==> src/rtl/core/fcm_ram.sv <==
`timescale 1ns / 1ps
// ----------------------------------------------------------------------------
// fcm_ram: generic single-write, single-read RAM
// One write port, one read port with registered read data.
// ----------------------------------------------------------------------------
module fcm_ram #(
	parameter int WIDTH = 16,
	parameter int DEPTH = 128
) (
	input  logic                     clk,
	input  logic                     we,
	input  logic [$clog2(DEPTH)-1:0] waddr,
	input  logic [WIDTH-1:0]         wdata,
	input  logic [$clog2(DEPTH)-1:0] raddr,
	output logic [WIDTH-1:0]         rdata
);

	logic [WIDTH-1:0] mem_q [DEPTH];

	always_ff @(posedge clk) begin
		if (we) begin
			mem_q[waddr] <= wdata;
		end
		rdata <= mem_q[raddr];
	end

endmodule

==> config.mk <==
export PLATFORM = sky130hd
export DESIGN_NAME = fcm_ram
export DESIGN_NICKNAME = d
export VERILOG_FILES = /design/src/rtl/core/fcm_ram.sv
export SDC_FILE = /design/constraint.sdc
export NUM_CORES = 2
export LEC_CHECK = 0
export BUFFER_PORTS_ARGS = -buffer_cell sky130_fd_sc_hd__buf_2
export CAP_MARGIN = 20
export CORE_UTILIZATION = 55
export DETAILED_ROUTE_END_ITERATION = 8
export PLACE_DENSITY = 0.71
export REMOVE_ABC_BUFFERS = 1
export SKIP_LAST_GASP = 1
export SLEW_MARGIN = 20
export SYNTH_ARGS = -nofsm -noshare
export SYNTH_HDL_FRONTEND = slang
export SYNTH_SLANG_ARGS = --single-unit
==> constraint.sdc <==
create_clock -name clk -period 4.77 [get_ports clk]
set_input_delay 0.2385 -clock clk [delete_from_list [all_inputs] [get_ports clk]]
set_output_delay 0.2385 -clock clk [all_outputs]
set_load 0.02 [all_outputs]
==> impl_metrics.csv <==
group,metric,value,unit
layout,nets,3421,
place,placed_cells,5071,
sta,whs,46.8,ps
outcome,status,"completed",
hold_path,hold_class,"in -> reg",
floorplan,rows,138,
critical_path,slowest_stage,"mux4_2",
power_and_ir_drop,total_leakage_power,27.6,nW
synthesis,synth.top_cell.area_share,78.3,%
power_and_ir_drop,p_per_area,419,nW/um2
route,first_pass_iters,5,
synthesis,synth_seq_cells,2064,
synthesis,synth_cells,3086,
synthesis,yosysUniqueCellTypes,17,
synthesis,synth_commonest_cells,"edfxtp_1 (2048), mux4_2 (672), nor2_1 (122)",
synthesis,yosys-top-cells-area,"edfxtp_1 (78%), mux4_2 (19%), nor2_1 (0.58%), dfxtp_1 (0.41%), clkbuf_1 (0.39%)",
floorplan,top_level_ports,48,
route,drc,0,
grt,grt_max_degree,129,
floorplan,die_w,380,um
cts,clk_latency,820,ps
critical_path,slowest_delay,550,ps
hold_path,hold_depth,1,
floorplan,die_h,380,um
critical_path,cp-start-kind,"input port",
critical_path,crit_chain,"buf_8, buf_12, buf_4, mux4_2, mux4_2, mux4_2, mux2_2",
sta,finalSetupTns,0,ps
synthesis,avgSynthCellArea,25.4,um2
grt,grt_usage,26.7,%
synthesis,synth_area,78500,um2
power_and_ir_drop,peakVddDrop,0.368,mV
layout,fin_area,88900,um2
route,drtIter0Drc,5223,
layout,area_growth,13.3,%
route,wl_per_cell,34.7,um
floorplan,die_area,144000,um2
synthesis,synth_edf_count,2048,
floorplan,core_area,142000,um2
place,port_buffers,47,
cts,clock_path_buffers,3,
cts,cts_tree,"yes",
place,gp_congestion,0.837,
route,detail-route-antenna-nets,0,
critical_path,end_kind,"register",
cts,h-tree-depth,4,
grt,grt_overflow,0,
sta,grt_setup_unrepaired,"no",
sta,tightest_slew,1090,ps
synthesis,yosysTopAreaCell,"edfxtp_1",
synthesis,ys_seq_area_share,78.7,%
job,max_cap_viol_count,0,
critical_path,critical_path_arrival,3410,ps
sta,period_needed,2690,ps
grt,antenna_found_initial,18,
sta,fin_ws,2080,ps
power_and_ir_drop,p_comb_share,5.0,%
cts,root_buffer,"clkbuf_16",
critical_path,cp_common_cell,"mux4_2",
power_and_ir_drop,power.share.clock,41.1,%
sta,skew,23.8,ps
sta,setup-violations-final,0,
synthesis,synthFlopType,"edfxtp_1",
power_and_ir_drop,power.switching,7.77,mW
sta,report.final.slew_viol_count,0,
critical_path,rrSetupSlack,2180,ps
synthesis,synth_most_common_cell,"edfxtp_1",
power_and_ir_drop,p_int,29.5,mW
layout,drive_gt1_share,35.3,%
synthesis,yosys_warnings,0,
critical_path,reg2reg_depth,4,
sta,min_period_over_period,56.5,%
grt,grt_pass1_vias,36600,
route,routed_via_density,6.63,
layout,fin_cells,5444,
critical_path,required,5480,ps
floorplan,start_util,55.5,%
layout,num-fill-cells,9071,
cts,cts.sinks,2064,
sta,clock.fmax,371,MHz
power_and_ir_drop,swShare,20.8,%
synthesis,async_flop_share,0,%
place,dpl.hpwl,108000,um
cts,cts_buffers,197,
place,dpl-instance-area,82500,um2
route,num_vias,36100,
grt,grt_pass1_wl,270000,um
cts,clk_pin_slew_worst_paths,60,ps
power_and_ir_drop,sequentialPowerShare,53.9,%
sta,relSlewSlack,27.1,%
route,wl,189000,um
critical_path,critPathKind,"in -> reg",
critical_path,critPathMaxFanout,44,
place,dp_slack,1210,ps
sta,finalHoldViolations,0,
-- placed cells by master, fill, tap and decap left out, types with 12 or more instances in the layout --
cell	netlist	routed
dfxtp_1	16	16
mux4_2	672	672
nand2_1	14	14
nor2_2	0	20
edfxtp_1	2048	2048
clkinv_2	0	33
buf_2	52	27
buf_12	0	21
mux2_2	16	16
nand3_1	12	12
clkbuf_16	0	199
clkbuf_1	82	50
clkinv_1	0	38
nor2_1	122	99
buf_4	1	206
bufinv_16	0	18
-- kinds of logic after synthesis --
logic type             share of synthesized area, %
DFF                                            78.7
buffers and inverters                         0.881
muxes                                          19.5
and+or+nand+nor                               0.888
-- power groups by stage --
| stage | sequential (mW) | combinational (mW) | clock, mW |
|---|---|---|---|
| CTS | 20.1 | 1.87 | 15.5 |
| global route | 20.1 | 1.95 | 16.2 |
| finish | 20.1 | 1.87 | 15.3 |
| detailed placement | 20.5 | 1.86 | 0 |
| floorplan | 20.5 | 0.749 | 0 |
| global placement | 20.5 | 1.80 | 0 |
-- area by class of cell --
type | instances | area, um2 | share of cell area, %
clock inverters | 105 | 1090 | 1.23
flip-flops and latches | 2064 | 61800 | 69.5
repair buffers | 268 | 2280 | 2.56
multi-input cells | 858 | 16100 | 18.1
well taps | 1890 | 2360 | 2.66
clock buffers | 255 | 5250 | 5.90
diodes | 4 | 10.0 | 0.0113
-- registers in the layout (all words and copies together) (netlist names) --
name   count
mem_q   2048
rdata     16
-- per-layer routing --
layer	vias to the layer above	GRT usage (%)	wire length, um
met4	16	7.53	4940
li1	14100	-	-
met1	19500	38.9	72300
met3	321	6.22	21200
met2	2197	41.1	90500
met5	-	0	96
-- path summary, 6_finish.rpt --
| path | start | endpoint |
|---|---|---|
| setup reg to reg | mem_q[56][6]$_DFFE_PP_ | rdata[6]$_DFF_P_ |
| hold / removal | wdata[5] | mem_q[84][5]$_DFFE_PP_ |
| hold reg to reg | mem_q[29][12]$_DFFE_PP_ | rdata[12]$_DFF_P_ |
| setup / recovery | raddr[0] | rdata[5]$_DFF_P_ |
-- repair_timing --
item                                    CTS  global route
hold buffers                              8             0
gates resized for setup                   0             0
endpoints found under the setup margin    0             0
buffers inserted                          0             0
endpoints found under the hold margin   284             0
-- worst max-delay path: cells and delay by family --
kind / cells / cell delay (ps)
muxes: 4 / 1900
buffers and inverters: 3 / 1140
-- through the flow --
step / power (mW) / util, %
after CTS: 37.5 / 62.8
after global placement: 22.3 / 58.2
after floorplan: 21.2 / -
final: 37.3 / 62.8
after detailed placement: 22.3 / 58.2
after global routing: 38.3 / 62.8
(Power assumes the default switching activity.)
