## src/rtl/core/fcm_pkg.sv

```systemverilog
`timescale 1ns / 1ps
// ----------------------------------------------------------------------------
// fcm_pkg: shared types and constants of the fuzzy c-means membership block
// Item classes, register indexes, fixed-point widths and exp2 constants.
// ----------------------------------------------------------------------------
package fcm_pkg;

	typedef struct packed {
		logic wr;   // centroid coordinate write
		logic acc;  // feature that adds to the distances
		logic fin;  // last feature of a point: emit results
	} item_cls_t;

	localparam logic [1:0] REG_CLUSTER_COUNT = 2'd0;
	localparam logic [1:0] REG_DIM_COUNT     = 2'd1;
	localparam logic [1:0] REG_EXPONENT      = 2'd2;

	localparam int DIST_W = 37;
	localparam int LOG_W  = 22;
	localparam int TERM_W = 32;
	localparam int MEM_W  = 17;

	localparam logic [DIST_W-1:0] DIST_MAX = {DIST_W{1'b1}};
	localparam logic [MEM_W-1:0]  ONE_Q16  = 17'h10000;

	function automatic logic [63:0] isqrt64(input logic [63:0] xin);
		logic [63:0] x;
		logic [63:0] r;
		logic [63:0] b;
		x = xin;
		r = '0;
		b = 64'd1 << 62;
		for (int k = 0; k < 32; k++) begin
			if (b != 0) begin
				if (x >= r + b) begin
					x = x - (r + b);
					r = (r >> 1) + b;
				end else begin
					r = r >> 1;
				end
				b = b >> 2;
			end
		end
		return r;
	endfunction

	// 2^(2^-j) in Q30, by repeated truncating square roots
	function automatic logic [31:0] exp_const(input int j);
		logic [63:0] c;
		c = 64'd1 << 31;
		for (int i = 1; i <= j; i++) begin
			c = isqrt64(c << 30);
		end
		return c[31:0];
	endfunction

endpackage

```

## src/rtl/core/fcm_front.sv

```systemverilog
`timescale 1ns / 1ps
// ----------------------------------------------------------------------------
// fcm_front: input acceptance, classification and item queue
// Classifies each item and holds up to two items for the engine.
// ----------------------------------------------------------------------------
module fcm_front #(
	parameter int MAX_CLUSTERS  = 8,
	parameter int MAX_DIMS      = 16,
	parameter int FEATURE_WIDTH = 16
) (
	input  logic                     clk,
	input  logic                     arst_n,
	input  logic                     in_valid,
	output logic                     in_ready,
	input  logic                     in_op,
	input  logic [2:0]               in_ci,
	input  logic [3:0]               in_fi,
	input  logic [FEATURE_WIDTH-1:0] in_value,
	input  logic                     in_last,
	input  logic [4:0]               dim_count,
	output logic                     q_valid,
	input  logic                     q_pop,
	output fcm_pkg::item_cls_t       q_cls,
	output logic [2:0]               q_ci,
	output logic [3:0]               q_fi,
	output logic [FEATURE_WIDTH-1:0] q_value
);

	fcm_pkg::item_cls_t       cls_q   [2];
	logic [2:0]               ci_q    [2];
	logic [3:0]               fi_q    [2];
	logic [FEATURE_WIDTH-1:0] value_q [2];
	logic                     wp_q;
	logic                     rp_q;
	logic [1:0]               count_q;
	fcm_pkg::item_cls_t       cls_in;
	logic                     push;
	logic                     fi_in_dims;

	assign fi_in_dims = ({1'b0, in_fi} < dim_count) && (32'(in_fi) < MAX_DIMS);

	always_comb begin
		cls_in.wr  = !in_op && (32'(in_ci) < MAX_CLUSTERS) && (32'(in_fi) < MAX_DIMS);
		cls_in.acc = in_op && fi_in_dims;
		cls_in.fin = in_op && in_last;
	end

	assign in_ready = (count_q != 2'd2);
	assign push     = in_valid && in_ready;
	assign q_valid  = (count_q != 2'd0);
	assign q_cls    = cls_q[rp_q];
	assign q_ci     = ci_q[rp_q];
	assign q_fi     = fi_q[rp_q];
	assign q_value  = value_q[rp_q];

	always_ff @(posedge clk) begin
		if (push) begin
			cls_q[wp_q]   <= cls_in;
			ci_q[wp_q]    <= in_ci;
			fi_q[wp_q]    <= in_fi;
			value_q[wp_q] <= in_value;
		end
	end

	always_ff @(posedge clk or negedge arst_n) begin
		if (!arst_n) begin
			wp_q    <= 1'b0;
			rp_q    <= 1'b0;
			count_q <= 2'd0;
		end else begin
			if (push) begin
				wp_q <= !wp_q;
			end
			if (q_pop && q_valid) begin
				rp_q <= !rp_q;
			end
			count_q <= count_q + 2'(push) - 2'(q_pop && q_valid);
		end
	end

endmodule

```

## config.mk

```make
export PLATFORM = sky130hd
export DESIGN_NAME = fcm_front
export DESIGN_NICKNAME = d
export VERILOG_FILES = /design/src/rtl/core/fcm_pkg.sv /design/src/rtl/core/fcm_front.sv
export SDC_FILE = /design/constraint.sdc
export NUM_CORES = 1
export LEC_CHECK = 0
export BUFFER_PORTS_ARGS = -buffer_cell sky130_fd_sc_hd__buf_2
export CAP_MARGIN = 10
export CORE_AREA = 2 2 66 68
export CTS_BUF_LIST = sky130_fd_sc_hd__clkbuf_4 sky130_fd_sc_hd__clkbuf_8
export CTS_CLUSTER_DIAMETER = 30
export CTS_CLUSTER_SIZE = 25
export DETAILED_ROUTE_END_ITERATION = 8
export DIE_AREA = 0 0 68 70
export PLACE_DENSITY_LB_ADDON = 0.05
export SETUP_SLACK_MARGIN = 0.02
export SYNTH_ARGS = -nofsm -noshare
export SYNTH_HDL_FRONTEND = slang
export SYNTH_SLANG_ARGS = --single-unit
```

## constraint.sdc

```tcl
create_clock -name clk -period 5.81 [get_ports clk]
set_input_delay 1.162 -clock clk [delete_from_list [all_inputs] [get_ports clk]]
set_output_delay 1.162 -clock clk [all_outputs]
set_load 0.03 [all_outputs]
```

==> flow_results.org <==
** Floorplanning
- The floorplan has 24 rows.
- The die covers 4760 µm².
- Core Region :: 4144 µm²
- In this run the count of I/O pins placed on the die edge is 62.
- Overall die width :: 68 µm
- Initial Utilization :: 54.41%
- From bottom edge to top edge, the die measures 70 µm.

** Global route
- The number of antenna violations at the first check in global routing came to 0.
- met2 is the most crowded layer.
- The via count of the first global-routing pass came to 1228.
- The first global-routing pass estimated 5388 µm of wire.
- In the global route stage, met2 resource usage came out at 27.40%.
- Total routing usage reported by global routing :: 16.15%
- Met1 track utilization from global routing :: 17.57%
- Met3 capacity usage during global routing :: 6.280%
- Sum of overflow across all layers after global routing :: 0
- Entering global routing, the biggest net connects 27 pins.

** Synthesis
- Syn_nets :: 152
- Counting distinct cell types in the post-synthesis netlist gives 21.
- The Yosys step of the flow raised 0 warnings.
- Proportion of netlist area held by the largest area contributor :: 69.26%
- Dividing the synthesized area by the synthesized cell count gives 19.95 µm².
- Post-synthesis cell area :: 2255 µm²
- Main area contributors after synthesis :: sky130_fd_sc_hd__edfxtp_1, sky130_fd_sc_hd__mux2_4, sky130_fd_sc_hd__dfrtp_1
- The cell count after synthesis came out at 113.
- Counting flops and latches in the post-synthesis netlist gives 56.
- Biggest area consumer among synthesized cells :: sky130_fd_sc_hd__edfxtp_1
- Register area share after synthesis :: 73.70%

** Power
- In this run the power density over the cells is 500.8 nW/µm².
- Total Power :: 1.348 mW
- VDD sags by at most 0.0002395 V.
- For this design the static power due to leakage is 1.125 nW.

** Worst setup path
- Peak per-stage delay on the critical path :: 500 ps
- CP bufs+invs :: 2
- Kind of cell adding the most delay to the critical path :: buffers and inverters
- CP required :: 4650 ps
- Of all nets on the critical path, the largest fanout is 21.
- Kind of critical path :: register to primary output
- Critical path's slowest cell :: sky130_fd_sc_hd__dfrtp_1
- The worst setup path is launched from a register.
- Critical path, cell by cell :: buf_4 -> mux2_2 -> buf_2
- Worst setup EP type :: primary output
- For the worst setup path, the data arrival time is 1750 ps.
- Internal reg-to-reg setup slack :: 4110 ps

** Run status
- The run finished with clean final reports.

** Clock tree
- Maximum level of the CTS H-tree :: 2
- Worst-case clock buffer depth :: 2
- PostCTS Resize Cnt :: 0
- CTS sink cnt :: 56
- Number of buffers created by CTS :: 5
- CTS tree :: yes
- For this design, the CTS-stage hold fixing added 0 buffers.
- Root buf cell :: sky130_fd_sc_hd__clkbuf_8
- Clock latency on the worst-skew pair :: 290 ps
- Clock-pin slew of the registers on the worst-case setup and hold paths :: 80 ps
- Post-CTS Repair Setup Buffers :: 0

** Drt
- Detailed router's first-iteration violation count :: 50
- Routed Wire Length :: 3332 µm
- Number of iterations in the first detailed-routing pass :: 3
- WL/cell :: 14.30 µm
- Number of nets with antenna violations after detailed routing :: 0
- Dividing the detail-routed via count by the number of cells gives 4.867.
- Routed vias :: 1134
- For this run, design rule violations remaining after detail routing come to 0.

** STA
- In this run the tightest slew margin relative to its limit is 75.01%.
- For the final database, setup skew stands at 5.276 ps.
- Pin slew with the least headroom to its limit :: 374.9 ps
- Number of setup violations in the final report :: 0
- The number of max-slew violations in the final report was 0.
- Minimum period implied by the final worst setup slack :: 2912 ps
- Of the available clock period, the critical path in the final layout requires 50.12%.
- For the final routed database, the setup TNS stands at 0 ps.
- Maximum frequency from static timing analysis :: 343.4 MHz
- Unrepaired setup endpoints after global routing :: no
- Final number of hold-violating endpoints :: 0

** Placement
- Area after detailed placement :: 2616 µm²
- Post-placement cell count :: 226
- Input and output buffers added on the ports amount to 61.
- HPWL after detailed placement :: 2407 µm
- GPL Wtd Cong :: 0.7153

** Final layout
- Final core area utilization :: 64.98%
- The repair_antennas step left the layout with diodes totalling 0.
- In the final design database the tool counted 220 nets.
- Post-Layout Inst Area :: 2693 µm²
- From synthesis to final layout, the design area changed by 19.42%.
- Cells with a size suffix above 1 make up 53.59% of the layout.
- The count of cells in the finished layout, fillers not included, comes to 233.

** Job
- The tool flagged a number of max-cap violations equal to 0.

** Worst hold path
- The min-delay analysis places its worst path in the category register to register.
## registers in the layout, indices dropped and copies added, names as in the netlist
name,count
ci_q,6
cls_q,6
count_q,2
fi_q,8
rp_q,1
value_q,32
wp_q,1
## worst paths after layout
| path | to | depth (start not counted) | startpoint |
|---|---|---|---|
| setup reg to reg | count_q[1]$_DFF_PN0_ | 7 | count_q[1]$_DFF_PN0_ |
| hold reg to reg | count_q[1]$_DFF_PN0_ | 1 | count_q[1]$_DFF_PN0_ |
| setup / recovery | q_fi[3] | 3 | rp_q$_DFFE_PN0P_ |
| hold / removal | count_q[1]$_DFF_PN0_ | 1 | count_q[1]$_DFF_PN0_ |
| min in group asynchronous | count_q[0]$_DFF_PN0_ | 1 | arst_n |
| max in group asynchronous | rp_q$_DFFE_PN0P_ | 1 | arst_n |
## per-stage QoR
stage	worst slack [ps]	hold slack, ps
4_1_cts	2847	509.0
3_3_place_gp	3211	479.0
6_report	2898	504.2
2_1_floorplan	3025	460.1
5_1_grt	2790	556.6
3_5_place_dp	3187	493.6
## placed cells by master, fill, tap and decap left out, types with 2 or more instances in the layout
cell type,instances
sky130_fd_sc_hd__buf_2,61
sky130_fd_sc_hd__edfxtp_1,52
sky130_fd_sc_hd__mux2_4,19
sky130_fd_sc_hd__mux2_2,7
sky130_fd_sc_hd__inv_1,6
sky130_fd_sc_hd__ha_1,5
sky130_fd_sc_hd__clkbuf_8,5
sky130_fd_sc_hd__dfrtp_1,4
sky130_fd_sc_hd__xnor2_1,3
sky130_fd_sc_hd__buf_4,3
sky130_fd_sc_hd__nand2_1,2
sky130_fd_sc_hd__clkinv_1,2
## Yosys cell counts
cell type / instances
sky130_fd_sc_hd__ha_1: 5
sky130_fd_sc_hd__nor2_1: 1
sky130_fd_sc_hd__a31oi_1: 1
sky130_fd_sc_hd__xor2_1: 1
sky130_fd_sc_hd__dfrtp_1: 4
sky130_fd_sc_hd__buf_6: 3
sky130_fd_sc_hd__xnor2_1: 3
sky130_fd_sc_hd__nand2b_1: 1
sky130_fd_sc_hd__a21oi_1: 1
sky130_fd_sc_hd__inv_1: 6
sky130_fd_sc_hd__o21ai_0: 1
sky130_fd_sc_hd__mux2_2: 7
sky130_fd_sc_hd__and3_1: 1
sky130_fd_sc_hd__nand2_1: 2
sky130_fd_sc_hd__and2_1: 1
sky130_fd_sc_hd__or2_1: 1
sky130_fd_sc_hd__mux2_4: 19
sky130_fd_sc_hd__and2_4: 1
sky130_fd_sc_hd__edfxtp_1: 52
sky130_fd_sc_hd__a21o_1: 1
sky130_fd_sc_hd__nor2b_1: 1
## cell families after synthesis
group,synth area share (%)
AOI/OAI and AO/OA,1.054
adders and majority gates,2.775
DFF,73.70
muxes,16.15
and+or+nand+nor,2.276
xor gates and xnor gates,1.554
buffers and inverters,2.497
## area by class of cell
cell class / count / area, µm²
Clock inverter: 2 / 7.507
Timing Repair Buffer: 64 / 327.8
Sequential cell: 56 / 1662
Clock buffer: 5 / 68.82
Fill cell: 304 / 1451
Tap cell: 52 / 65.06
Multi-Input combinational cell: 48 / 539.3
Inverter: 6 / 22.52
## layer usage
| layer | vias to the layer above | share of wire [%] |
|---|---|---|
| met5 | - | 0 |
| met4 | 0 | 1.8 |
| met3 | 4 | 6.9 |
| met2 | 37 | 53 |
| met1 | 536 | 38 |
| li1 | 557 | - |
## report_power, final
| part | leakage (nW) | switching, mW | internal [mW] | total [mW] |
|---|---|---|---|---|
| clock network | 0.0391 | 0.106 | 0.0797 | 0.185 |
| logic | 0.556 | 0.344 | 0.229 | 0.573 |
| registers | 0.530 | 0.0356 | 0.555 | 0.590 |
| total | 1.12 | 0.485 | 0.863 | 1.35 |
No activity file was read; power rests on OpenSTA's default activity.
